<file path="config.mk">
export PLATFORM = sky130hd
export DESIGN_NAME = carryless_range_encoder_top
export DESIGN_NICKNAME = d
export VERILOG_FILES = /design/src/hdl/cre_pkg.sv /design/src/hdl/carryless_range_encoder_top.sv /design/src/hdl/cre_mul.sv /design/src/hdl/cre_norm.sv
export SDC_FILE = /design/constraint.sdc
export NUM_CORES = 1
export LEC_CHECK = 0
export BUFFER_PORTS_ARGS = -buffer_cell sky130_fd_sc_hd__buf_2
export CORE_AREA = 8 8 202 204
export CTS_CLUSTER_DIAMETER = 120
export DETAILED_ROUTE_END_ITERATION = 10
export DIE_AREA = 0 0 210 212
export PLACE_DENSITY = 0.78
export SYNTH_ARGS = -nofsm -noshare
export SYNTH_HDL_FRONTEND = slang
export SYNTH_SLANG_ARGS = --single-unit
</file>
<file path="constraint.sdc">
create_clock -name clk -period 17.6 [get_ports clk]
set_input_delay 2.64 -clock clk [delete_from_list [all_inputs] [get_ports clk]]
set_output_delay 2.64 -clock clk [all_outputs]
set_load 0.01 [all_outputs]
</file>
<file path="src/hdl/cre_pkg.sv">
// ----------------------------------------------------------------------------
// cre_pkg: shared types and constants for the carry-less range encoder
// Interval widths, limits and the normalization result bundle.
// ----------------------------------------------------------------------------
`default_nettype none

package cre_pkg;

	localparam int unsigned TotalBits = 16;
	localparam int unsigned CodeWidth = 32;
	localparam int unsigned CumWidth  = 16;
	localparam int unsigned FreqWidth = 17;
	localparam int unsigned ByteWidth = 8;
	localparam int unsigned MaxEmit   = 4;

	localparam logic [FreqWidth-1:0] TOTAL_CNT  = 17'h10000;
	localparam logic [CodeWidth-1:0] RANGE_INIT = 32'hFFFF_FFFF;

	localparam logic [0:0] ACT_ENCODE = 1'b0;
	localparam logic [0:0] ACT_FLUSH  = 1'b1;

	typedef struct packed {
		logic                 emit;
		logic [ByteWidth-1:0] code;
		logic [CodeWidth-1:0] low_next;
		logic [CodeWidth-1:0] range_next;
	} norm_t;

endpackage

`default_nettype wire

</file>
<file path="src/hdl/carryless_range_encoder_top.sv">
// ----------------------------------------------------------------------------
// carryless_range_encoder_top: carry-less 32-bit range encoder, total 65536
// Sequencer around one shared multiplier and one normalization step.
// ----------------------------------------------------------------------------
// An encode item goes twice through the one 16x17 multiplier and then
// updates the range (skipped when range already equals the product), then
// emits its bytes one at a time through the normalization step and closes;
// the block is busy until its last byte is in the output register. A flush
// item emits the four bytes of low, one at a time. Bytes leave through a
// single output register, one per cycle while the output is not stalled.
// ----------------------------------------------------------------------------
`default_nettype none

module carryless_range_encoder_top
	import cre_pkg::*;
(
	input  wire logic                 clk,
	input  wire logic                 arst_n,
	input  wire logic                 sym_valid,
	output logic                      sym_stall,
	input  wire logic                 action,
	input  wire logic [CumWidth-1:0]  cum,
	input  wire logic [FreqWidth-1:0] freq,
	output logic                      byte_valid,
	input  wire logic                 byte_stall,
	output logic      [ByteWidth-1:0] out_byte,
	output logic                      last
);

	typedef enum logic [4:0] {
		S_IDLE    = 5'b00001,
		S_MUL_LOW = 5'b00010,
		S_MUL_RNG = 5'b00100,
		S_NORM    = 5'b01000,
		S_FLUSH   = 5'b10000
	} state_t;

	state_t                 state_q;
	logic [CodeWidth-1:0]   low_q;
	logic [CodeWidth-1:0]   range_q;
	logic [CumWidth-1:0]    cum_q;
	logic [FreqWidth-1:0]   freq_q;
	logic [2:0]             cnt_q;
	logic                   pend_v_q;
	logic [ByteWidth-1:0]   pend_q;
	logic                   out_v_q;
	logic [ByteWidth-1:0]   out_byte_q;
	logic                   last_q;

	logic                   accept;
	logic                   slot_free;
	logic                   out_load;
	logic [FreqWidth-1:0]   freq_nz;
	logic [FreqWidth:0]     share_end;
	logic [FreqWidth-1:0]   freq_clamp;
	logic                   mul_load;
	logic [FreqWidth-1:0]   mul_b;
	logic [CodeWidth-1:0]   prod_q;
	norm_t                  norm;
	logic                   do_emit;

	assign sym_stall  = (state_q != S_IDLE);
	assign accept     = sym_valid && !sym_stall;
	assign slot_free  = !out_v_q || !byte_stall;
	assign out_load   = slot_free && ((state_q == S_FLUSH) || (state_q == S_NORM && pend_v_q));
	assign byte_valid = out_v_q;
	assign out_byte   = out_byte_q;
	assign last       = last_q;

	always_comb begin
		freq_nz   = (freq == '0) ? FreqWidth'(1) : freq;
		share_end = {2'b00, cum} + {1'b0, freq_nz};
		if (share_end > {1'b0, TOTAL_CNT}) begin
			freq_clamp = TOTAL_CNT - {1'b0, cum};
		end else begin
			freq_clamp = freq_nz;
		end
	end

	assign mul_load = (state_q == S_MUL_LOW) || (state_q == S_MUL_RNG);
	assign mul_b    = (state_q == S_MUL_LOW) ? {1'b0, cum_q} : freq_q;

	cre_mul u_mul (
		.clk    (clk),
		.load   (mul_load),
		.a      (range_q[CodeWidth-1:TotalBits]),
		.b      (mul_b),
		.prod_q (prod_q)
	);

	cre_norm u_norm (
		.low   (low_q),
		.range (range_q),
		.res   (norm)
	);

	assign do_emit = norm.emit && (cnt_q != 3'(MaxEmit));

	always_ff @(posedge clk or negedge arst_n) begin
		if (!arst_n) begin
			state_q  <= S_IDLE;
			low_q    <= '0;
			range_q  <= RANGE_INIT;
			cnt_q    <= '0;
			pend_v_q <= 1'b0;
			out_v_q  <= 1'b0;
		end else begin
			if (slot_free) begin
				out_v_q <= out_load;
			end
			case (state_q)
				S_IDLE: begin
					if (accept) begin
						cnt_q    <= '0;
						pend_v_q <= 1'b0;
						if (action == ACT_FLUSH) begin
							state_q <= S_FLUSH;
						end else begin
							state_q <= S_MUL_LOW;
						end
					end
				end
				S_MUL_LOW: begin
					state_q <= S_MUL_RNG;
				end
				S_MUL_RNG: begin
					low_q   <= low_q + prod_q;
					state_q <= S_NORM;
				end
				S_NORM: begin
					if (cnt_q == '0 && !pend_v_q && range_q != prod_q) begin
						range_q <= prod_q;
					end else if (slot_free) begin
						if (do_emit) begin
							low_q    <= norm.low_next;
							range_q  <= norm.range_next;
							cnt_q    <= cnt_q + 3'd1;
							pend_v_q <= 1'b1;
						end else begin
							pend_v_q <= 1'b0;
							state_q  <= S_IDLE;
						end
					end
				end
				S_FLUSH: begin
					if (slot_free) begin
						cnt_q <= cnt_q + 3'd1;
						if (cnt_q == 3'(MaxEmit - 1)) begin
							low_q   <= '0;
							range_q <= RANGE_INIT;
							state_q <= S_IDLE;
						end else begin
							low_q <= {low_q[CodeWidth-ByteWidth-1:0], {ByteWidth{1'b0}}};
						end
					end
				end
				default: begin
					state_q <= S_IDLE;
				end
			endcase
		end
	end

	always_ff @(posedge clk) begin
		if (accept) begin
			cum_q  <= cum;
			freq_q <= freq_clamp;
		end
		if (state_q == S_NORM && slot_free && do_emit) begin
			pend_q <= norm.code;
		end
		if (slot_free) begin
			if (state_q == S_FLUSH) begin
				out_byte_q <= low_q[CodeWidth-1:CodeWidth-ByteWidth];
				last_q     <= (cnt_q == 3'(MaxEmit - 1));
			end else if (state_q == S_NORM) begin
				out_byte_q <= pend_q;
				last_q     <= !do_emit;
			end
		end
	end

endmodule

`default_nettype wire

</file>
<file path="src/hdl/cre_mul.sv">
// ----------------------------------------------------------------------------
// cre_mul: shared registered multiplier
// Multiplies the range quotient by cum or freq; product held in a register.
// ----------------------------------------------------------------------------
`default_nettype none

module cre_mul
	import cre_pkg::*;
(
	input  wire logic                 clk,
	input  wire logic                 load,
	input  wire logic [TotalBits-1:0] a,
	input  wire logic [FreqWidth-1:0] b,
	output logic      [CodeWidth-1:0] prod_q
);

	logic [TotalBits+FreqWidth-1:0] full;

	assign full = {{FreqWidth{1'b0}}, a} * {{TotalBits{1'b0}}, b};

	// r <= 0xFFFF and b <= 0x10000, so the product fits 32 bits
	always_ff @(posedge clk) begin
		if (load) begin
			prod_q <= full[CodeWidth-1:0];
		end
	end

endmodule

`default_nettype wire

</file>
<file path="src/hdl/cre_norm.sv">
// ----------------------------------------------------------------------------
// cre_norm: one normalization step
// Decides whether the top byte of low is due and forms the shifted interval.
// ----------------------------------------------------------------------------
`default_nettype none

module cre_norm
	import cre_pkg::*;
(
	input  wire logic [CodeWidth-1:0] low,
	input  wire logic [CodeWidth-1:0] range,
	output norm_t                     res
);

	logic [CodeWidth:0]     sum;
	logic [CodeWidth:0]     diff;
	logic                   settled;
	logic                   small_rng;
	logic [TotalBits-1:0]   neg_low;

	always_comb begin
		sum       = {1'b0, low} + {1'b0, range};
		diff      = {1'b0, low} ^ sum;
		settled   = (diff[CodeWidth:CodeWidth-ByteWidth] == '0);
		small_rng = (range[CodeWidth-1:TotalBits] == '0);
		neg_low   = (~low[TotalBits-1:0]) + 1'b1;

		res.emit     = settled | small_rng;
		res.code     = low[CodeWidth-1:CodeWidth-ByteWidth];
		res.low_next = {low[CodeWidth-ByteWidth-1:0], {ByteWidth{1'b0}}};
		if (settled) begin
			res.range_next = {range[CodeWidth-ByteWidth-1:0], {ByteWidth{1'b0}}};
		end else begin
			res.range_next = {{ByteWidth{1'b0}}, neg_low, {ByteWidth{1'b0}}};
		end
	end

endmodule

`default_nettype wire
</file>
# Yosys cells after proc, flatten, opt, wreduce, memory -nomap -nowiden
# Cells that the tools add are included.
totals:
  register_bits: 156
  latch_bits: 0
  mem_bits_rw: 0
  rom_bits: 0
  inputBits: 38
  mem_count: 0
op_classes:
  add_sub_neg: 6
  mul: 1
  n_div: 0
  magnitude_cmp: 1
  eq_ne: 18
  shifts: 0
  muxes: 39
  bitwise_logic: 3
  n_reduce_logical: 30
op_table:
  columns: ["op", "count"]
  rows:
  - ["32-bit 2-to-1 mux", 11]
  - ["32-bit case mux with 3 select lines", 1]
  - ["32-bit case mux with 2 select lines", 1]
  - ["17-bit 2-to-1 mux", 3]
  - ["5-bit 2-to-1 mux", 7]
  - ["32-bit by 32-bit adder with 33-bit output", 1]
  - ["32-bit by 33-bit bitwise XOR with 33-bit output", 1]
  - ["32-bit adder", 1]
  - ["16-bit by 17-bit multiplier with 32-bit output", 1]
  - ["32-bit inequality test", 1]
  - ["5-bit case mux with 5 select lines", 1]
  - ["16-bit by 17-bit adder with 18-bit output", 1]
  - ["18-bit by 17-bit > comparator with 1-bit output (second input constant)", 1]
  - ["17-bit logical NOT", 1]
  - ["17-bit by 16-bit subtractor with 17-bit output (first input constant)", 1]
  - ["16-bit by 1-bit adder with 16-bit output (second input constant)", 1]
  - ["16-bit logical NOT", 1]
  - ["8-bit 2-to-1 mux", 2]
  - ["16-bit inverter", 1]
  - ["3-bit 2-to-1 mux", 5]
  - ["2-bit inequality test (second input constant)", 6]
  - ["6-bit AND reduction", 2]
  - ["5-bit AND reduction", 2]
  - ["9-bit logical NOT", 1]
  - ["other kinds (22)", 44]

# Longest topological paths before layout
# Gate-level depths: netlist of run 1.
logic_depth:
  depth_word: 9
  mapped_depth: 31
  depth_no_buf: 30

# Modules after synthesis
# A second synthesis of run 1 with hierarchy kept.
unflattened:
  cells_unflattened: 2333
  hier_area_um2: 20951.3
modules_own_cells:
  columns: ["module", "n_inst", "cells_per_inst", "area_each_um2"]
  rows:
  - ["cre_mul", 1, 1076, 9942.0]
  - ["carryless_range_encoder_top", 1, 953, 8724.6]
  - ["cre_norm", 1, 304, 2284.7]

# Worst setup path after synthesis of run 1
# No wires, ideal clock.
synth_timing:
  path_type: "register to register"
  startpoint: "register state_q[2]"
  endpoint: "register u_mul.prod_q[30] (data pin)"
  setup_time_ns: 0.258
  arrival_time_ns: 7.136
  t_required_ns: 17.342
  slack_ns: 10.206
  stages_incl_launch_ff: 28
  period_less_slack_ns: 7.394
  cell_sequence: "dfrtp_1 -> nor4_1 -> nand2_1 -> clkinv_1 -> buf_1 -> nand2_1 -> nand2_1 -> clkbuf_1 -> nand2_1 -> fa_1 -> fa_1 -> fa_1 -> fa_1 -> inv_1 -> fa_1 -> inv_1 -> fa_1 -> inv_1 -> ha_1 -> and3_1 -> nand2_1 -> o21ai_0 -> a41oi_1 -> or3_1 -> a211oi_1 -> a21o_1 -> a21oi_1 -> xnor2_1"
synth_via:
  elab_chain_cells: 3
synth_lines:
  columns: ["item", "line", "source"]
  rows:
  - ["start: declaration", "carryless_range_encoder_top.sv:38", "state_t state_q;"]
  - ["start signal: assignment", "carryless_range_encoder_top.sv:101", "state_q <= S_IDLE;"]
  - ["start signal: assignment", "carryless_range_encoder_top.sv:117", "state_q <= S_FLUSH;"]
  - ["start signal: assignment", "carryless_range_encoder_top.sv:119", "state_q <= S_MUL_LOW;"]
  - ["5-bit by 2-bit == test with 1-bit output", "carryless_range_encoder_top.sv:81", "assign mul_b = (state_q == S_MUL_LOW) ? {1'b0, cum_q} : freq_q;"]
  - ["17-bit 2-to-1 mux", "carryless_range_encoder_top.sv:81", null]
  - ["16-bit by 17-bit multiplier with 32-bit output", "cre_mul.sv:19", "assign full = {{FreqWidth{1'b0}}, a} * {{TotalBits{1'b0}}, b};"]
  - ["via u_mul.full[30]", "cre_mul.sv:17", "logic [TotalBits+FreqWidth-1:0] full;"]
  - ["end signal: assignment", "cre_mul.sv:24", "prod_q <= full[CodeWidth-1:0];"]
  - ["end: declaration", "cre_mul.sv:14", "output logic [CodeWidth-1:0] prod_q"]
# The timed path passes the listed nets, and every way through them passes these cells.
# A chain may end at the register's enable or synchronous reset.

# Worst setup path after layout of run 1
layout_timing:
  startpoint: "register state_q[0]"
  endpoint: "register u_mul.prod_q[30] (data pin)"
# Same word-level chain as after synthesis.

==> metrics.md, run 1 <==
| Metric | Value |
|---|---|
| Vias per std cell | `5.97` |
| Final ANT Viol Nets | `0` |
| Buffers added on ports | `48` |
| Gate Count Post-Synth | `2,241` |
| Number of synthesized flops with an enable pin | `82` |
| Worst-skew pair later-pin latency | `0.45 ns` |
| RSZ-0062 raised after global routing | `no` |
| Reg clk slew, reported paths | `0.07 ns` |
| Layout Nets | `2,648` |
| Worst Path Required | `17.80 ns` |
| Cell Area, Synth | `20,500 µm²` |
| Top cell type's share of synthesized area | `20.4%` |
| MaxCap Viol Count | `0` |
| Post-CTS Hold Buffers | `0` |
| Worst slew pin tran | `1.03 ns` |
| Initial antenna violation count | `0` |
| GRT Util Overall | `25.4%` |
| Crit. End Element | `register` |
| Via count | `16.4k` |
| FF/Latch Area | `4360 µm²` |
| Setup TNS | `0 ns` |
| Data arrival, critical path | `8.77 ns` |
| Area occupied by multi-input gates | `14,600 µm²` |
| Tcrit/Tclk final | `48.7%` |
| CTS Buf Count | `17` |
| Max Fclk | `117 MHz` |
| Final estimated routing congestion in global placement | `0.946` |
| Synth warnings | `0` |
| CTS sink count | `156` |
| Hold crit path type | `register to register` |
| CORE AREA | `37,900 µm²` |
| Share of layout cells above drive strength 1 | `8.97%` |
| # rows | `72` |
| Die Y | `212 µm` |
| # fillers | `3,279` |
| Critical path type | `register to register` |
| Most used cell, CP | `fa_1` |
| Gr ovfl total | `0` |
| Synthesized area per cell | `9.14 µm²` |
| Syn_nets | `2,672` |
| CTS-repair resized insts | `0` |
| Vias in the first global route | `17.0k` |
| DRT Pass-1 Iters | `5` |
| Final setup vio count | `0` |
| Post-DR wirelength/cell | `20.1 µm` |
| Max incr delay on CP | `0.59 ns` |
| Post-Route Utilization | `57.1%` |
| Initial detailed-routing violation count | `1,253` |
| Final hold vios | `0` |
| Largest cells by area after synthesis | `fa_1, edfxtp_1, ha_1` |
| Worst Skew | `0.0134 ns` |
| Area leader, netlist | `fa_1` |
| FF+latch count, synth | `156` |
| H-tree levels | `4` |
| Ys flop type | `edfxtp_1` |
| Area Growth Syn to Fin | `5.71%` |
| FFs w/ async S/R, synth | `47.4%` |
| DRC viols | `0` |
| First-pass GRT wire length | `90,000 µm` |
| Final WL | `55,200 µm` |
| Width of the die | `210 µm` |
| Top fanout value on the critical path | `27` |
| # Post-CTS Setup Buffers | `0` |
| Pin count of the biggest net entering global routing | `75` |
| IO Pins | `49` |
| Final Slew Violations | `0` |
| Startpoint Class | `register` |
| Status | `complete, no violations` |
| Post-synthesis sequential area ratio | `21.3%` |
| Root buffer cell | `clkbuf_16` |
| Tmin final | `8.57 ns` |
| Synth cell types | `93` |
| Clock Path Buffers | `2` |
| TritonCTS clock tree | `yes` |
| Slew margin rel. | `31.5%` |
| Critical Path Slowest Stage Cell | `clkinv_1` |
| Die area | `44,500 µm²` |
| Initial core utilization | `54.0%` |
| Final HPWL DP | `41,800 µm` |
critical path, delay by kind of cell (launching register included):
kind / cells / cell delay (ns)
AO/OA/AOI/OAI: 5 / 1.29
XOR/XNOR: 1 / 0.14
adder cells (fa/ha/maj): 7 / 3.34
buffers and inverters: 6 / 1.08
flip-flops: 1 / 0.58
AND/OR/NAND/NOR: 8 / 1.87
synthesized netlist by cell type (44+ instances only):
cell,instances
fa_1,209
edfxtp_1,82
a21oi_1,92
a21o_1,44
clkbuf_1,83
and2_1,125
inv_1,280
ha_1,184
nor2_1,69
xnor2_1,88
o21ai_0,82
nand2_1,320
layer usage:
| layer | wire length [µm] | share of wire [%] | GRT usage (%) | up-vias |
|---|---|---|---|---|
| li1 | - | - | - | 7513 |
| met1 | 22700 | 41 | 31.6 | 8120 |
| met2 | 26900 | 49 | 43.9 | 662 |
| met3 | 3670 | 6.6 | 3.83 | 129 |
| met4 | 1990 | 3.6 | 10.5 | 0 |
| met5 | 0 | 0 | 0 | - |
sequential cells by signal, indices dropped and copies added (netlist names):
register / count
pend_q: 8
byte_valid: 1
state_q: 5
out_byte: 8
freq_q: 17
pend_v_q: 1
last: 1
range_q: 32
low_q: 32
cnt_q: 3
cum_q: 16
u_mul.prod_q: 32
final timing paths:
| path | from | endpoint | slack (ns) | cells past startpoint |
|---|---|---|---|---|
| setup / recovery | state_q[0]$_DFFE_PN1P_ | u_mul.prod_q[30]$_DFFE_PP_ | 9.03 | 27 |
| hold / removal | range_q[1]$_DFFE_PN1P_ | range_q[1]$_DFFE_PN1P_ | 0.51 | 2 |
| setup reg to reg | state_q[0]$_DFFE_PN1P_ | u_mul.prod_q[30]$_DFFE_PP_ | 9.03 | 27 |
| hold reg to reg | range_q[1]$_DFFE_PN1P_ | range_q[1]$_DFFE_PN1P_ | 0.51 | 2 |
| max in group asynchronous | arst_n | state_q[3]$_DFFE_PN0P_ | 14.56 | 1 |
| min in group asynchronous | arst_n | low_q[12]$_DFFE_PN0P_ | 2.34 | 1 |
cell families after synthesis:
logic type	Yosys count	synth area share [%]
compound gates	396	13.6
xor+xnor	123	5.33
fa+ha+maj	393	31.7
buf+inv	385	7.38
flops	156	21.3
mux	53	2.88
simple gates	735	17.9
stage by stage:
step	instances	area (µm²)	hold slack, ns	worst slack [ns]
floorplan	2241	20500	0.466	10.21
global placement	2716	21000	0.482	9.22
detailed placement	2716	21000	0.500	9.02
CTS	2748	21700	0.512	9.00
global route	2748	21700	0.535	8.57
finish	2749	21700	0.506	9.03
area by class of cell:
| cell class | count | area share, % |
|---|---|---|
| Tap cell | 518 | 2.99 |
| Timing Repair Buffer | 60 | 1.54 |
| Multi-Input combinational cell | 1700 | 67.6 |
| Antenna cell | 1 | 0.0116 |
| Clock buffer | 20 | 2.21 |
| Sequential cell | 156 | 20.1 |
| Inverter | 282 | 4.89 |
| Clock inverter | 12 | 0.647 |
cells in the final DEF (no fill, tap or decap), types with 7 or more instances in the layout:
| cell | n |
|---|---|
| dfstp_2 | 33 |
| and3_1 | 21 |
| nand3b_1 | 9 |
| dfrtp_1 | 41 |
| a211oi_1 | 13 |
| nand2b_1 | 11 |
| nor4_1 | 20 |
| mux2_2 | 23 |
| mux2i_1 | 24 |
| o211ai_1 | 7 |
| nand2_1 | 320 |
| xor2_1 | 33 |
| o21bai_1 | 8 |
| a22oi_1 | 19 |
| xnor2_1 | 88 |
| and2_1 | 125 |
| nor2b_1 | 22 |
| nor3_1 | 41 |
| a221oi_1 | 11 |
| o21ai_0 | 82 |
| o22ai_1 | 7 |
| or3_1 | 16 |
| buf_4 | 13 |
| a21o_1 | 44 |
| a2bb2oi_2 | 10 |
| a21oi_1 | 91 |
| a31oi_1 | 10 |
| fa_1 | 209 |
| a221o_1 | 10 |
| nand4_1 | 23 |
| inv_1 | 280 |
| ha_1 | 184 |
| o21a_1 | 16 |
| o31ai_1 | 7 |
| buf_2 | 47 |
| nor2_1 | 68 |
| nor3b_1 | 7 |
| edfxtp_1 | 82 |
| nand3_1 | 23 |
| clkbuf_16 | 19 |
Power of run 1 is not shown: default switching activity piles up to over one toggle a cycle in this logic, so the estimate is an artifact.
==> inputs of run 2 (changes only) <==
--- a/config.mk
+++ b/config.mk
@@ -10,7 +10,7 @@
 export CTS_CLUSTER_DIAMETER = 120
 export DETAILED_ROUTE_END_ITERATION = 10
 export DIE_AREA = 0 0 210 212
-export PLACE_DENSITY = 0.78
+export PLACE_DENSITY = 0.81
 export SYNTH_ARGS = -nofsm -noshare
 export SYNTH_HDL_FRONTEND = slang
 export SYNTH_SLANG_ARGS = --single-unit
==> constraint.sdc (replaced) <==
create_clock -name clk -period 7.8 [get_ports clk]
set_input_delay 1.17 -clock clk [delete_from_list [all_inputs] [get_ports clk]]
set_output_delay 1.17 -clock clk [all_outputs]
set_load 0.01 [all_outputs]
==> run 2 against run 1 <==
Hold slack is essentially flat. Maximum frequency up 14%. Routed wire length fell by 5.8%. Critical path depth up 3. Final area rose by 0.95%. Setup slack worse by 8.7 ns. First-iteration DRC count grew 5.2%. Highest routed layer unchanged.
==> metrics.md, run 2 (synthesized netlist as in run 1, its figures left out) <==
| Metric | Value |
|---|---|
| Status | `complete, no violations` |
| Initial antenna violation count | `0 (unchanged)` |
| Largest regs | `low_q: 32 flops, range_q: 32 flops, u_mul.prod_q: 32 flops` |
| Width of the die | `210 µm (unchanged)` |
| Most common cell after layout, fill and taps aside | `nand2_1` |
| Top Family by Delay on Critical Path | `adder cells` |
| Slew margin rel. | `32.1% (+0.63 points)` |
| Most used cell, CP | `fa_1` |
| Startpoint Class | `register` |
| GRT Util Overall | `23.3% (-2.1 points)` |
| Setup WS pre-CTS | `0.00287 ns (-9.02 ns)` |
| DR WL met2 | `25,000 µm (-6.9%)` |
| Die Y | `212 µm (unchanged)` |
| Vias per std cell | `5.87 (-1.7%)` |
| TritonCTS clock tree | `yes` |
| Reg clk slew, reported paths | `0.08 ns (about the same)` |
| MaxCap Viol Count | `0 (unchanged)` |
| Initial detailed-routing violation count | `1,318 (+5.2%)` |
| IO Pins | `49 (unchanged)` |
| Layout Nets | `2,669 (+0.79%)` |
| DRC viols | `0 (unchanged)` |
| CORE AREA | `37,900 µm² (unchanged)` |
| RSZ-0062 raised after global routing | `yes` |
| Critical path type | `register to register` |
| Wl on met1 | `21,600 µm (-4.9%)` |
| Max Used Layer | `met4` |
| Clock Path Buffers | `2 (unchanged)` |
| Data arrival, critical path | `7.70 ns (-1.07 ns)` |
| Max Fclk | `133 MHz (+14%)` |
| Buffers added on ports | `48 (unchanged)` |
| Tcrit/Tclk final | `96.1% (+47 points)` |
| Gr ovfl total | `0 (unchanged)` |
| Worst-skew pair later-pin latency | `0.45 ns (about the same)` |
| Top fanout value on the critical path | `9 (-67%)` |
| Most frequent cells in the layout | `nand2_1, inv_1, fa_1, ha_1, and2_1` |
| Pin count of the biggest net entering global routing | `75 (unchanged)` |
| H-tree levels | `4 (unchanged)` |
| Final ANT Viol Nets | `0 (unchanged)` |
| Die area | `44,500 µm² (unchanged)` |
| Root buffer cell | `clkbuf_16` |
| CTS sink count | `156 (unchanged)` |
| Worst Skew | `0.0150 ns (+0.00156 ns)` |
| Setup WS post-layout | `0.300 ns (-8.73 ns)` |
| Final setup vio count | `0 (unchanged)` |
| Final HPWL DP | `40,800 µm (-2.5%)` |
| First-pass GRT wire length | `83,900 µm (-6.9%)` |
| Final WL | `52,000 µm (-5.8%)` |
| Final Slew Violations | `0 (unchanged)` |
| Vias in the first global route | `16.7k (-1.7%)` |
| Critical Path Slowest Stage Cell | `fa_1` |
| Crit. End Element | `register` |
| Final hold vios | `0 (unchanged)` |
| Tmin final | `7.50 ns (-1.07 ns)` |
| CP bufs+invs | `8 (+2)` |
| Max incr delay on CP | `0.53 ns (-0.06 ns)` |
| Final estimated routing congestion in global placement | `0.924 (-2.4%)` |
| Post-DR wirelength/cell | `18.8 µm (-6.6%)` |
| Via count | `16.3k (-0.97%)` |
| Initial core utilization | `54.0% (unchanged)` |
| # rows | `72 (unchanged)` |
| Hold crit path type | `register to register` |
| Met3 routed WL | `3720 µm (+1.5%)` |
| Share of layout cells above drive strength 1 | `10.2% (+1.2 points)` |
| Post-CTS Hold Buffers | `0 (unchanged)` |
| DRT Pass-1 Iters | `5 (unchanged)` |
| Worst Path Required | `8.00 ns (-9.80 ns)` |
| CTS Buf Count | `17 (unchanged)` |
| Area Growth Syn to Fin | `6.71%` |
| Worst slew pin tran | `1.02 ns (-0.00940 ns)` |
-- run 2: changes by cell type in the layout (fill, tap and decap cells not counted), sizes merged --
cell / change
buf: +20
clkbuf: -3
clkinvlp: +2
inv: +2
-- run 2: area by class of cell --
type | count | area [µm²]
repair buffers | 80 | 495
fillers | 3184 | 16100
multi-input cells | 1700 | 14700
diodes | 1 | 2.50
well taps | 518 | 648
clock inverters | 15 | 176
clock buffers | 17 | 425
flip-flops and latches | 156 | 4360
inverters | 282 | 1060
repair inverters | 1 | 7.51
-- run 2: worst paths after layout --
kind,from,to,slack [ns],cells after the start
max,state_q[3]$_DFFE_PN0P_,u_mul.prod_q[29]$_DFFE_PP_,0.30,30
max reg2reg,state_q[3]$_DFFE_PN0P_,u_mul.prod_q[29]$_DFFE_PP_,0.30,30
max in group asynchronous,arst_n,state_q[3]$_DFFE_PN0P_,6.25,1
min in group asynchronous,arst_n,low_q[5]$_DFFE_PN0P_,0.87,1
min reg2reg,cnt_q[0]$_DFFE_PN0P_,cnt_q[0]$_DFFE_PN0P_,0.51,1
min,cnt_q[0]$_DFFE_PN0P_,cnt_q[0]$_DFFE_PN0P_,0.51,1
-- run 2: per-layer routing --
metal  GRT usage [%]  vias up
li1                -     7557
met2            40.0      631
met1            29.2     7952
met4            9.04        0
met3            3.97      125
met5               0        -
-- run 2: timing repair --
item,4_1_cts,5_1_grt
resized for setup,0,10
endpoints found under the setup margin,0,6
setup buffers,0,1
-- run 2: per-stage QoR --
step / util [%] / hold slack (ns) / cells / setup TNS, ns / cell area, µm²
6_report: 57.6 / 0.506 / 2770 / 0 / 21900
5_1_grt: 57.6 / 0.526 / 2769 / -0.0121 / 21900
4_1_cts: 57.4 / 0.507 / 2767 / 0 / 21800
3_5_place_dp: 55.8 / 0.484 / 2735 / 0 / 21200
3_3_place_gp: 55.8 / 0.484 / 2735 / 0 / 21200
2_1_floorplan: - / 0.466 / 2241 / 0 / 20500
Power of run 2 is left out for the same reason.
